--- src/generational_handle_slot_map_assert.svh ---
`ifndef GENERATIONAL_HANDLE_SLOT_MAP_ASSERT_SVH
`define GENERATIONAL_HANDLE_SLOT_MAP_ASSERT_SVH

// immediate-cycle property under clk / arst_n
`define GHSM_ASSERT(label, prop, msg) \
	label: assert property (@(posedge clk) disable iff (!arst_n) (prop)) else $error(msg);

// implication checked on the following cycle
`define GHSM_ASSERT_NEXT(label, ante, cons, msg) \
	label: assert property (@(posedge clk) disable iff (!arst_n) (ante) |=> (cons)) \
		else $error(msg);

`endif

--- src/ghsm_pkg.sv ---
package ghsm_pkg;

	localparam int MAX_ENTRIES_DEF = 64;
	localparam int GEN_BITS_DEF    = 16;
	localparam int QUEUE_DEPTH_DEF = 16;

	typedef enum logic [1:0] {
		OP_CREATE  = 2'd0,
		OP_DESTROY = 2'd1,
		OP_TICK    = 2'd2,
		OP_LOOKUP  = 2'd3
	} op_t;

	typedef enum logic [1:0] {
		ST_OK         = 2'd0,
		ST_INVALID    = 2'd1,
		ST_TABLE_FULL = 2'd2,
		ST_QUEUE_FULL = 2'd3
	} status_t;

	typedef enum logic [3:0] {
		S_IDLE,
		S_CR_POP,
		S_CR_GEN,
		S_CR_RDG,
		S_CR_WR,
		S_DS,
		S_LK_RD,
		S_LK_D2S,
		S_LK_CHK,
		S_TK_Q,
		S_TK_S,
		S_TK_D,
		S_TK_C,
		S_TK_M,
		S_TK_W,
		S_DONE
	} state_t;

endpackage

--- src/ghsm_ram.sv ---
module ghsm_ram #(
	parameter int WIDTH = 8,
	parameter int DEPTH = 16,
	localparam int AW = (DEPTH > 1) ? $clog2(DEPTH) : 1
) (
	input  logic             clk,
	input  logic             we,
	input  logic [AW-1:0]    waddr,
	input  logic [WIDTH-1:0] wdata,
	input  logic [AW-1:0]    raddr,
	output logic [WIDTH-1:0] rdata
);

	logic [WIDTH-1:0] mem [DEPTH];

	always_ff @(posedge clk) begin
		if (we) begin
			mem[waddr] <= wdata;
		end
		rdata <= mem[raddr];
	end

endmodule

--- src/generational_handle_slot_map.sv ---
// Sequential handle table; one request at a time, all tables in single-port-read RAMs.
// Each request steps through its own states, one RAM read per dependent step; a tick
// repeats its steps for each queued handle.
// The next request is accepted in the cycle after the result register loads.
// A new request is accepted while the previous result waits in the output register.
// Reset clears the counters and control only; RAM contents are not cleared and no
// clearing pass runs, so the block takes requests right after reset.
module generational_handle_slot_map #(
	parameter int MAX_ENTRIES = ghsm_pkg::MAX_ENTRIES_DEF,
	parameter int GEN_BITS    = ghsm_pkg::GEN_BITS_DEF,
	parameter int QUEUE_DEPTH = ghsm_pkg::QUEUE_DEPTH_DEF,
	localparam int IW = $clog2(MAX_ENTRIES),
	localparam int NW = $clog2(MAX_ENTRIES + 1),
	localparam int CW = $clog2(QUEUE_DEPTH + 1)
) (
	input  logic                clk,
	input  logic                arst_n,
	input  logic                in_valid,
	output logic                in_ready,
	input  logic [1:0]          operation,
	input  logic [IW-1:0]       handle_index,
	input  logic [GEN_BITS-1:0] handle_gen,
	output logic                out_valid,
	input  logic                out_ready,
	output logic [1:0]          status,
	output logic [IW-1:0]       out_handle_index,
	output logic [GEN_BITS-1:0] out_handle_gen,
	output logic [IW-1:0]       dense_index,
	output logic [CW-1:0]       destroyed_count,
	output logic [NW-1:0]       live_count
);
	import ghsm_pkg::*;

	localparam int GW = GEN_BITS;
	localparam int QW = (QUEUE_DEPTH > 1) ? $clog2(QUEUE_DEPTH) : 1;

	state_t state_q, state_d;

	op_t           op_q;
	logic [IW-1:0] idx_q;
	logic [GW-1:0] gen_q;
	logic [IW-1:0] slot_q, pos_q;
	logic [GW-1:0] qgen_q, sgen_q;
	logic [NW-1:0] free_q, used_q, live_q;
	logic [QW-1:0] head_q;
	logic [CW-1:0] cnt_q, rm_q;
	status_t       st_q;
	logic [IW-1:0] res_idx_q, res_dense_q;
	logic [GW-1:0] res_gen_q;

	logic          out_valid_q;
	status_t       out_status_q;
	logic [IW-1:0] out_idx_q, out_dense_q;
	logic [GW-1:0] out_gen_q;
	logic [CW-1:0] out_rm_q;
	logic [NW-1:0] out_live_q;

	// RAM ports
	logic          pos_we, gen_we, d2s_we, free_we, q_we;
	logic [IW-1:0] pos_waddr, gen_waddr, d2s_waddr, sg_raddr, d2s_raddr, free_raddr;
	logic [IW-1:0] pos_wdata, d2s_wdata, free_waddr, free_wdata;
	logic [GW-1:0] gen_wdata;
	logic [IW-1:0] pos_rd, d2s_rd, free_rd;
	logic [GW-1:0] gen_rd;
	logic [QW-1:0] q_waddr;
	logic [IW+GW-1:0] q_wdata, q_rd;

	logic [IW-1:0] q_rd_idx;
	logic [GW-1:0] q_rd_gen;
	logic [NW-1:0] free_dec, last_n;
	logic [IW-1:0] last_pos;
	logic [CW:0]   tsum;
	logic [QW-1:0] tail;
	logic [QW-1:0] head_inc;
	logic          out_load;
	logic          ds_ok, lk_in_range, tk_in_range, pos_live, lk_match, tk_match;
	logic          bal_ok, tk_done;

	assign q_rd_idx = q_rd[IW+GW-1:GW];
	assign q_rd_gen = q_rd[GW-1:0];
	assign free_dec = free_q - 1'b1;
	assign last_n   = live_q - 1'b1;
	assign last_pos = last_n[IW-1:0];
	assign tsum     = (CW+1)'(head_q) + (CW+1)'(cnt_q);
	assign tail     = (tsum >= (CW+1)'(QUEUE_DEPTH)) ? QW'(tsum - (CW+1)'(QUEUE_DEPTH))
		: QW'(tsum);
	assign head_inc = (head_q == QW'(QUEUE_DEPTH - 1)) ? '0 : head_q + 1'b1;
	assign ds_ok       = (NW'(idx_q) < used_q) && (cnt_q < CW'(QUEUE_DEPTH));
	assign lk_in_range = NW'(idx_q) < used_q;
	assign tk_in_range = NW'(q_rd_idx) < used_q;
	assign pos_live    = NW'(pos_rd) < live_q;
	assign lk_match    = (d2s_rd == idx_q) && (sgen_q == gen_q);
	assign tk_match    = (d2s_rd == slot_q) && (sgen_q == qgen_q);
	assign out_load    = (state_q == S_DONE) && (!out_valid_q || out_ready);

	ghsm_ram #(.WIDTH(IW), .DEPTH(MAX_ENTRIES)) u_pos_ram (
		.clk(clk), .we(pos_we), .waddr(pos_waddr), .wdata(pos_wdata),
		.raddr(sg_raddr), .rdata(pos_rd)
	);
	ghsm_ram #(.WIDTH(GW), .DEPTH(MAX_ENTRIES)) u_gen_ram (
		.clk(clk), .we(gen_we), .waddr(gen_waddr), .wdata(gen_wdata),
		.raddr(sg_raddr), .rdata(gen_rd)
	);
	ghsm_ram #(.WIDTH(IW), .DEPTH(MAX_ENTRIES)) u_d2s_ram (
		.clk(clk), .we(d2s_we), .waddr(d2s_waddr), .wdata(d2s_wdata),
		.raddr(d2s_raddr), .rdata(d2s_rd)
	);
	ghsm_ram #(.WIDTH(IW), .DEPTH(MAX_ENTRIES)) u_free_ram (
		.clk(clk), .we(free_we), .waddr(free_waddr), .wdata(free_wdata),
		.raddr(free_raddr), .rdata(free_rd)
	);
	ghsm_ram #(.WIDTH(IW+GW), .DEPTH(QUEUE_DEPTH)) u_queue_ram (
		.clk(clk), .we(q_we), .waddr(q_waddr), .wdata(q_wdata),
		.raddr(head_q), .rdata(q_rd)
	);

	always_comb begin
		state_d = state_q;
		case (state_q)
			S_IDLE: begin
				if (in_valid) begin
					case (op_t'(operation))
						OP_CREATE:  state_d = S_CR_POP;
						OP_DESTROY: state_d = S_DS;
						OP_TICK:    state_d = S_TK_Q;
						default:    state_d = S_LK_RD;
					endcase
				end
			end
			S_CR_POP: begin
				if (free_q != '0) state_d = S_CR_GEN;
				else if (used_q < NW'(MAX_ENTRIES)) state_d = S_CR_WR;
				else state_d = S_DONE;
			end
			S_CR_GEN: state_d = S_CR_RDG;
			S_CR_RDG: state_d = S_CR_WR;
			S_CR_WR:  state_d = S_DONE;
			S_DS:     state_d = S_DONE;
			S_LK_RD:  state_d = lk_in_range ? S_LK_D2S : S_DONE;
			S_LK_D2S: state_d = pos_live ? S_LK_CHK : S_DONE;
			S_LK_CHK: state_d = S_DONE;
			S_TK_Q:   state_d = (cnt_q == '0) ? S_DONE : S_TK_S;
			S_TK_S:   state_d = tk_in_range ? S_TK_D : S_TK_Q;
			S_TK_D:   state_d = pos_live ? S_TK_C : S_TK_Q;
			S_TK_C: begin
				if (!tk_match) state_d = S_TK_Q;
				else if (pos_q != last_pos) state_d = S_TK_M;
				else state_d = S_TK_W;
			end
			S_TK_M:   state_d = S_TK_W;
			S_TK_W:   state_d = S_TK_Q;
			S_DONE:   state_d = out_load ? S_IDLE : S_DONE;
			default:  state_d = S_IDLE;
		endcase
	end

	always_comb begin
		in_ready   = (state_q == S_IDLE);
		pos_we     = 1'b0;
		gen_we     = 1'b0;
		d2s_we     = 1'b0;
		free_we    = 1'b0;
		q_we       = 1'b0;
		pos_waddr  = slot_q;
		pos_wdata  = live_q[IW-1:0];
		gen_waddr  = slot_q;
		gen_wdata  = sgen_q;
		d2s_waddr  = live_q[IW-1:0];
		d2s_wdata  = slot_q;
		free_waddr = free_q[IW-1:0];
		free_wdata = slot_q;
		free_raddr = free_dec[IW-1:0];
		q_waddr    = tail;
		q_wdata    = {idx_q, gen_q};
		sg_raddr   = idx_q;
		d2s_raddr  = pos_rd;
		case (state_q)
			S_CR_GEN: sg_raddr = free_rd;
			S_CR_WR: begin
				pos_we = 1'b1;
				gen_we = 1'b1;
				d2s_we = 1'b1;
			end
			S_DS:   q_we = ds_ok;
			S_TK_S: sg_raddr = q_rd_idx;
			S_TK_C: d2s_raddr = last_pos;
			S_TK_M: begin
				d2s_we    = 1'b1;
				d2s_waddr = pos_q;
				d2s_wdata = d2s_rd;
				pos_we    = 1'b1;
				pos_waddr = d2s_rd;
				pos_wdata = pos_q;
			end
			S_TK_W: begin
				gen_we    = 1'b1;
				gen_wdata = sgen_q + 1'b1;
				free_we   = free_q < NW'(MAX_ENTRIES);
			end
			default: begin
			end
		endcase
	end

	always_ff @(posedge clk or negedge arst_n) begin
		if (!arst_n) begin
			state_q     <= S_IDLE;
			free_q      <= '0;
			used_q      <= '0;
			live_q      <= '0;
			head_q      <= '0;
			cnt_q       <= '0;
			out_valid_q <= 1'b0;
		end else begin
			state_q <= state_d;
			if (out_load) out_valid_q <= 1'b1;
			else if (out_ready) out_valid_q <= 1'b0;
			case (state_q)
				S_CR_POP: begin
					if (free_q != '0) free_q <= free_dec;
					else if (used_q < NW'(MAX_ENTRIES)) used_q <= used_q + 1'b1;
				end
				S_CR_WR: live_q <= live_q + 1'b1;
				S_DS:    if (ds_ok) cnt_q <= cnt_q + 1'b1;
				S_TK_Q: begin
					if (cnt_q != '0) begin
						head_q <= head_inc;
						cnt_q  <= cnt_q - 1'b1;
					end
				end
				S_TK_W: begin
					live_q <= last_n;
					if (free_q < NW'(MAX_ENTRIES)) free_q <= free_q + 1'b1;
				end
				default: begin
				end
			endcase
		end
	end

	always_ff @(posedge clk) begin
		case (state_q)
			S_IDLE: begin
				op_q        <= op_t'(operation);
				idx_q       <= handle_index;
				gen_q       <= handle_gen;
				st_q        <= ST_OK;
				res_idx_q   <= '0;
				res_gen_q   <= '0;
				res_dense_q <= '0;
				rm_q        <= '0;
			end
			S_CR_POP: begin
				slot_q <= used_q[IW-1:0];
				sgen_q <= '0;
				if (free_q == '0 && used_q >= NW'(MAX_ENTRIES)) st_q <= ST_TABLE_FULL;
			end
			S_CR_GEN: slot_q <= free_rd;
			S_CR_RDG: sgen_q <= gen_rd;
			S_CR_WR: begin
				res_idx_q   <= slot_q;
				res_gen_q   <= sgen_q;
				res_dense_q <= live_q[IW-1:0];
			end
			S_DS: begin
				if (NW'(idx_q) >= used_q) st_q <= ST_INVALID;
				else if (!ds_ok) st_q <= ST_QUEUE_FULL;
			end
			S_LK_RD: if (!lk_in_range) st_q <= ST_INVALID;
			S_LK_D2S: begin
				pos_q  <= pos_rd;
				sgen_q <= gen_rd;
				if (!pos_live) st_q <= ST_INVALID;
			end
			S_LK_CHK: begin
				if (lk_match) res_dense_q <= pos_q;
				else st_q <= ST_INVALID;
			end
			S_TK_S: begin
				slot_q <= q_rd_idx;
				qgen_q <= q_rd_gen;
			end
			S_TK_D: begin
				pos_q  <= pos_rd;
				sgen_q <= gen_rd;
			end
			S_TK_W: rm_q <= rm_q + 1'b1;
			S_DONE: begin
				if (out_load) begin
					out_status_q <= st_q;
					out_idx_q    <= res_idx_q;
					out_gen_q    <= res_gen_q;
					out_dense_q  <= res_dense_q;
					out_rm_q     <= rm_q;
					out_live_q   <= live_q;
				end
			end
			default: begin
			end
		endcase
	end

	assign out_valid        = out_valid_q;
	assign status           = out_status_q;
	assign out_handle_index = out_idx_q;
	assign out_handle_gen   = out_gen_q;
	assign dense_index      = out_dense_q;
	assign destroyed_count  = out_rm_q;
	assign live_count       = out_live_q;

	// counters only agree between requests
	assign bal_ok  = (state_q != S_IDLE)
		|| (((NW+1)'(free_q) + (NW+1)'(live_q)) == (NW+1)'(used_q));
	assign tk_done = (state_q == S_DONE) && (op_q == OP_TICK);

`include "generational_handle_slot_map_assert.svh"

	`GHSM_ASSERT(a_slot_balance, bal_ok, "free plus live differs from allocated slots")
	`GHSM_ASSERT(a_remove_nonempty, (state_q != S_TK_W) || (live_q != '0), "empty removal")
	`GHSM_ASSERT_NEXT(a_tick_drains, tk_done, cnt_q == '0, "tick left queued handles")

endmodule
--- config.mk ---
export PLATFORM = sky130hd
export DESIGN_NAME = generational_handle_slot_map
export DESIGN_NICKNAME = d
export VERILOG_FILES = /design/src/ghsm_pkg.sv /design/src/ghsm_ram.sv /design/src/generational_handle_slot_map.sv
export VERILOG_INCLUDE_DIRS = /design/src /design/src/src
export SDC_FILE = /design/constraint.sdc
export NUM_CORES = 2
export LEC_CHECK = 0
export ABC_AREA = 1
export BUFFER_PORTS_ARGS = -buffer_cell sky130_fd_sc_hd__buf_2
export CORE_MARGIN = 3
export CORE_UTILIZATION = 45
export DETAILED_ROUTE_END_ITERATION = 8
export PLACE_DENSITY = 0.65
export SKIP_LAST_GASP = 1
export SLEW_MARGIN = 25
export SYNTH_ARGS = -nofsm -noshare
export SYNTH_HDL_FRONTEND = slang
export SYNTH_SLANG_ARGS = --single-unit
--- constraint.sdc ---
create_clock -name clk -period 7.25 [get_ports clk]
set_input_delay 0.725 -clock clk [delete_from_list [all_inputs] [get_ports clk]]
set_output_delay 0.725 -clock clk [all_outputs]
set_load 0.005 [all_outputs]
Word-level counts from Yosys, hierarchy flattened

Memory sizes are Yosys's and may differ from the RTL's. A register that Yosys moved wholly into a read port is not among the register bits.
Cells that the tools add are included.

Add/sub/neg operators: 12
Order comparisons: 9
Eq/ne operators: 34
Multiplexer cells: 55
Bitwise gates (word level): 1
Reductions and logical operators: 35

Operators by type and width:

| kind                  | number |
|---|---|
| $pmux 16 s2           | 2 |
| $pmux 4 s14           | 1 |
| $eq 4x4->1 const B    | 9 |
| $pmux 6 s3            | 2 |
| $eq 16x16->1          | 2 |
| $mux 4                | 7 |
| $pmux 7 s2            | 2 |
| $mux 6                | 4 |
| $pmux 6 s2            | 2 |
| $add 7x1->7 const B   | 3 |
| $lt 6x7->1            | 3 |
| $ne 2x2->1 const B    | 10 |
| $pmux 5 s2            | 2 |
| $add 16x1->16 const B | 1 |
| $eq 4x3->1 const B    | 4 |
| $mux 16               | 1 |
| $mux 2                | 8 |
| $lt 7x7->1 const B    | 2 |
| $mux 1                | 14 |
| $mux 7                | 2 |
| $reduce_bool 2->1     | 7 |
| $sub 7x1->7 const B   | 2 |
| $eq 6x6->1            | 2 |
| $mux 3                | 4 |
| other kinds (35)      | 50 |

Flip-flop bits (word level): 178
RAM bits: 2,528
Bits of input ports: 28
Output and inout bits: 44
Memories kept: 5

Memory list:

| name            | words | bits a word | read ports | clocked after Yosys merged registers in | write ports | line           | RTL |
|---|---|---|---|---|---|---|---|
| u_gen_ram.mem   | 64    | 16          | 1          | 1                                       | 1           | ghsm_ram.sv:14 | `logic [WIDTH-1:0] mem [DEPTH];` |
| u_d2s_ram.mem   | 64    | 6           | 1          | 1                                       | 1           | ghsm_ram.sv:14 |  |
| u_free_ram.mem  | 64    | 6           | 1          | 1                                       | 1           | ghsm_ram.sv:14 |  |
| u_pos_ram.mem   | 64    | 6           | 1          | 1                                       | 1           | ghsm_ram.sv:14 |  |
| u_queue_ram.mem | 16    | 22          | 1          | 1                                       | 1           | ghsm_ram.sv:14 |  |

Depth between registers and ports, before layout

Depth in word-level cells: 5
Depth in mapped cells: 16
Mapped depth without buffers: 14

Modules after synthesis

From an unflattened synthesis, not the netlist that was laid out.

Cell total of the unflattened synthesis: 10,000
Area total of the unflattened synthesis: 114,607.4 um^2

By module, submodules not included:

| module                       | times used | cells each | area an instance (um^2) | sequential area each (um^2) |
|---|---|---|---|---|
| ghsm_ram (u_d2s_ram ...)     | 3          | 1,376      | 15,930.3                | 11,651.2 |
| ghsm_ram (u_gen_ram)         | 1          | 3,517      | 42,099.1                | 31,069.8 |
| ghsm_ram (u_queue_ram)       | 1          | 1,466      | 15,650.0                | 11,010.6 |
| generational_handle_slot_map | 1          | 889        | 9,067.4                 | 5,170.0 |

Worst setup path before layout

Ideal clock, no wire load.

Path type: reg-to-reg
Start point: register state_q[0]
End point: memory u_d2s_ram.mem[56][0] (netlist bit) (enable)
Arrival time: 5.092 ns
Data required time: 6.863 ns
Path slack: 1.771 ns
Stages on the path, launching flop included: 9
Clock period less this slack: 5.479 ns
Path through: dfrtp_1 > inv_2 > nor2_1 > nand2_1 > o21ai_0 > inv_1 > nor2_1 > nand3_1 > nor4_1

Elaborated cells between the ends (all ways): 7
Those cells by class: eq/ne: 2; mux: 4; reduce/logical: 1

RTL lines:

| element                | line                                | RTL |
|---|---|---|
| from (decl)            | generational_handle_slot_map.sv:37  | `state_t state_q, state_d;` |
| from (signal assigned) | generational_handle_slot_map.sv:215 | `state_q <= state_d;` |
| $eq 4x4->1             | generational_handle_slot_map.sv:177 | `case (state_q)` |
| $mux 6                 | generational_handle_slot_map.sv:177 |  |
| net d2s_waddr[4]       | generational_handle_slot_map.sv:60  | `logic [IW-1:0] pos_waddr, gen_waddr, d2s_waddr, sg_raddr, d2s_raddr, free_raddr;` |
| to (decl)              | ghsm_ram.sv:14                      |  |

The timed path passes the listed nets, and every way through them passes these cells.

Worst setup path in the final report

Start point: register state_q[0]
End point: memory u_gen_ram.mem[16][14] (netlist bit), data pin

Cells in the longest elaborated chain, start to end: 2

Ends and longest elaborated chain:

| element           | line                                | RTL |
|---|---|---|
| $eq 4x4->1        | generational_handle_slot_map.sv:177 |  |
| $mux 16           | generational_handle_slot_map.sv:177 |  |
| net gen_wdata[14] | generational_handle_slot_map.sv:62  | `logic [GW-1:0] gen_wdata;` |
| to (decl)         | ghsm_ram.sv:14                      |  |

The timed path passes the listed nets, and every way through them passes these cells.

==> results.sh <==
export IMPL_synth_edff_count=2671
export IMPL_tightest_slew_ps=1170
export IMPL_hold_class="in -> reg"
export IMPL_max_slew_margin_rel_pct=22.1
export IMPL_final_max_slew_viol_count=0
export IMPL_synth_cell_types=50
export IMPL_antenna_found_initial=14
export IMPL_p_leak_nw=47.6
export IMPL_clock_latency_ps=970
export IMPL_die_h_um=516
export IMPL_cts_made_buffers=299
export IMPL_grt_pass1_wl_um=463000
export IMPL_cts_sinks=2762
export IMPL_worst_endpoint_required_ps=7940
export IMPL_grt_max_degree=208
export IMPL_r2r_end="u_gen_ram.mem[16][14]$_DFFE_PP_"
export IMPL_root_buffer="clkbuf_16"
export IMPL_reg2reg_slack_ps=2450
export IMPL_synth_most_common_cell="edfxtp_1"
export IMPL_setup_viol=0
export IMPL_rsz0062_at_grt="no"
export IMPL_fin_worst_skew_ps=87.7
export IMPL_reg2reg_from="state_q[0]$_DFFE_PN0P_"
export IMPL_clockBufferDepth=4
export IMPL_syn_area_per_cell_sq_um=11.8
export IMPL_fin_tns_setup_ps=0
export IMPL_first_iter_violations=9463
export IMPL_hold_viol_final=0
export IMPL_powerDensity_nw_per_um2=422
export IMPL_synth_compound_area_share_pct=3.97
export IMPL_crit_arrival_ps=5490
export IMPL_synth_xor_area_share_pct=0.614
export IMPL_grt_ovfl_total=0
export IMPL_htree_levels=5
export IMPL_cp_end_kind="flop"
export IMPL_routedWlPerCell_um=23.0
export IMPL_post_route_min_period_ps=4800
export IMPL_synthFlopType="edfxtp_1"
export IMPL_syn_nets=9984
export IMPL_pre_cts_slack_ps=2310
export IMPL_ys_ff_latch=2762
export IMPL_status="finished, final reports clean"
export IMPL_numPortBuffers=71
export IMPL_synthTopCellsByArea="edfxtp_1 (69%), nand3_1 (7.4%), nand2_1 (4.8%)"
export IMPL_fmax_ghz=0.208
export IMPL_drc=0
export IMPL_fillerInstances=21600
export IMPL_start_util_pct=45.4
export IMPL_clk_pin_slew_ps=70
export IMPL_cts_tree="done"
export IMPL_gp_congestion=0.914
export IMPL_num_vias=77300
export IMPL_r2r_cells=14
export IMPL_power_total_mw=55.1
export IMPL_instances_no_fill=13500
export IMPL_grt_pass1_vias=73800
export IMPL_critPathKind="reg -> reg"
export IMPL_cp_max_fo=26
export IMPL_regArea_sq_um=82200
export IMPL_pin_count=72
export IMPL_min_to="state_q[0]$_DFFE_PN0P_"
export IMPL_synth_common_cells="edfxtp_1 (2,671), nand3_1 (1,720), nand2_1 (1,508)"
export IMPL_synth_top_area_share_pct=68.6
export IMPL_final_period_utilization_pct=66.3
export IMPL_synthesis_area_sq_um=117000
export IMPL_finalWorstSetupSlack_ps=2450
export IMPL_hold_path_depth=4
export IMPL_antenna_left=0
export IMPL_hold_path_startpoint="in_valid"
export IMPL_via_per_inst=5.73
export IMPL_seq_area_frac_synth_pct=70.3
export IMPL_postRouteWirelength_um=311000
export IMPL_max_cap_viol_count=0
export IMPL_startpoint_type="flop"
export IMPL_multi_input_area_sq_um=28900
export IMPL_async_flop_share_pct=1.27
export IMPL_synth_top_cell_by_area="edfxtp_1"
export IMPL_dpl_hpwl_um=175000
export IMPL_drive_above_1_share_pct=7.63
export IMPL_placementRows=186
export IMPL_drt_first_pass_iters=8
export IMPL_synthCells=9924
export IMPL_ys_warn_count=0
export IMPL_hold_ws_ps=143
export IMPL_grt_usage_pct=22.8
export IMPL_yosys_area_share_simple_pct=18.7
export IMPL_core_area_sq_um=258000
export IMPL_die_w_um=516
export IMPL_area_growth_pct=11.5
export IMPL_vdd_ir_drop_max_mv=0.488
export IMPL_synthMuxAreaShare_pct=0.702
export IMPL_synth_fa_ha_area_share_pct=0.355
export IMPL_placed_cells=12900
export IMPL_nets=9945
export IMPL_dieArea_sq_um=266000
export IMPL_synth_top_family_by_area="simple AND/OR/NAND/NOR gates"
==> per-layer routing <==
layer / track usage, % / share of wire (%) / vias to the layer above / wire [um]
met4: 7.84 / 3.3 / 2 / 10100
met3: 3.93 / 9.3 / 551 / 28800
met1: 32.1 / 41 / 38100 / 127000
li1: - / - / 34900 / -
met5: 0 / 0.0023 / - / 7
met2: 36.0 / 47 / 3731 / 145000
==> cell usage in the layout (no fill, tap or decap), types with 9 or more instances in the layout <==
master	synthesis	final
nor3_1	28	27
ha_1	30	29
bufinv_16	0	19
inv_1	957	946
clkbuf_1	284	59
xnor2_1	35	35
nor2_1	839	820
clkinv_1	4	47
o21ai_0	306	298
inv_2	14	20
buf_4	4	166
xor2_1	47	34
o211ai_1	149	149
buf_12	0	14
nand3_1	1720	1719
a21oi_1	21	20
inv_6	0	10
o221ai_1	83	83
mux2i_1	82	82
or2_2	10	10
clkinv_2	0	59
clkbuf_16	0	306
buf_2	276	71
nand2_1	1508	1504
dlygate4sd3_1	0	23
nand4_1	26	26
nor2_2	1	19
o32ai_1	101	101
nand3b_1	522	522
dfxtp_1	56	56
edfxtp_1	2671	2671
xor2_4	0	13
o21ai_4	0	11
nor4_1	9	9
dfrtp_1	35	32
==> through the flow <==
step                      cell area (sq um)  utilization (%)
after global routing                 130000             50.6
after CTS                            130000             50.6
after global placement               121000             47.0
after detailed placement             121000             47.0
after floorplan                      117000                -
final                                130000             50.6
==> state kept, by name, summed over array words and instances (netlist names), 7 cells and up <==
| register | count |
|---|---|
| u_gen_ram.mem | 1024 |
| u_queue_ram.mem | 352 |
| u_d2s_ram.mem | 384 |
| u_pos_ram.mem | 384 |
| u_free_ram.mem | 384 |
| u_gen_ram.rdata | 16 |
| used_q | 7 |
| free_q | 7 |
| live_q | 7 |
| out_handle_gen | 16 |
| u_queue_ram.rdata | 22 |
| qgen_q | 16 |
| live_count | 7 |
| res_gen_q | 16 |
| sgen_q | 16 |
| gen_q | 16 |
==> what timing repair did <==
item,in CTS,in global routing
endpoints found under the hold margin,57,0
setup buffers,0,0
endpoints found under the setup margin,0,0
resized for setup,0,0
hold buffers,23,0
==> power breakdown <==
| group | internal (mW) | switching (mW) | leakage [nW] |
|---|---|---|---|
| combinational | 4.91 | 14.6 | 18.0 |
| sequential | 20.3 | 0.879 | 25.1 |
| clock | 8.44 | 5.99 | 4.52 |
| total | 33.6 | 21.5 | 47.6 |
==> layout make-up <==
cell class                 count  share of cell area, %
sequential                  2762                   63.0
multi-input combinational   5568                   22.2
clock buffer                 371                   6.10
tap                         3384                   3.25
inverter                     975                   2.82
timing repair buffer         279                   1.69
clock inverter               141                  0.933
antenna                        8                 0.0153
==> cell families after synthesis <==
kind of cell	Yosys count
and+or+nand+nor	4673
DFF	2762
buffers and inverters	1594
AOI/OAI and AO/OA	699
muxes	82
xor gates and xnor gates	82
adders and majority gates	32
==> worst max path at each step <==
stage | slack (ps) | startpoint | depth (start not counted) | end
finish | 2450 | state_q[0]$_DFFE_PN0P_ | 14 | u_gen_ram.mem[16][14]$_DFFE_PP_
global route | 2170 | state_q[0]$_DFFE_PN0P_ | 14 | u_gen_ram.mem[16][14]$_DFFE_PP_
CTS | 2220 | state_q[0]$_DFFE_PN0P_ | 13 | u_gen_ram.mem[16][14]$_DFFE_PP_
detailed placement | 2310 | state_q[0]$_DFFE_PN0P_ | 13 | u_gen_ram.mem[22][14]$_DFFE_PP_
global placement | 2340 | state_q[0]$_DFFE_PN0P_ | 13 | u_gen_ram.mem[22][14]$_DFFE_PP_
floorplan | 1770 | state_q[0]$_DFFE_PN0P_ | 8 | u_d2s_ram.mem[56][0]$_DFFE_PP_
==> worst max-delay path, stage by stage (launching register included) <==
cell	delay (ps)
dfrtp_1	450
inv_2	110
nand2_2	110
nor2_2	410
buf_4	340
nand2_1	200
nor3_1	240
inv_1	90
nor2_1	310
nand3_1	260
nor3_1	600
nand3_1	300
xor2_4	600
buf_16	240
buf_4	290
(Power assumes the default switching activity.)
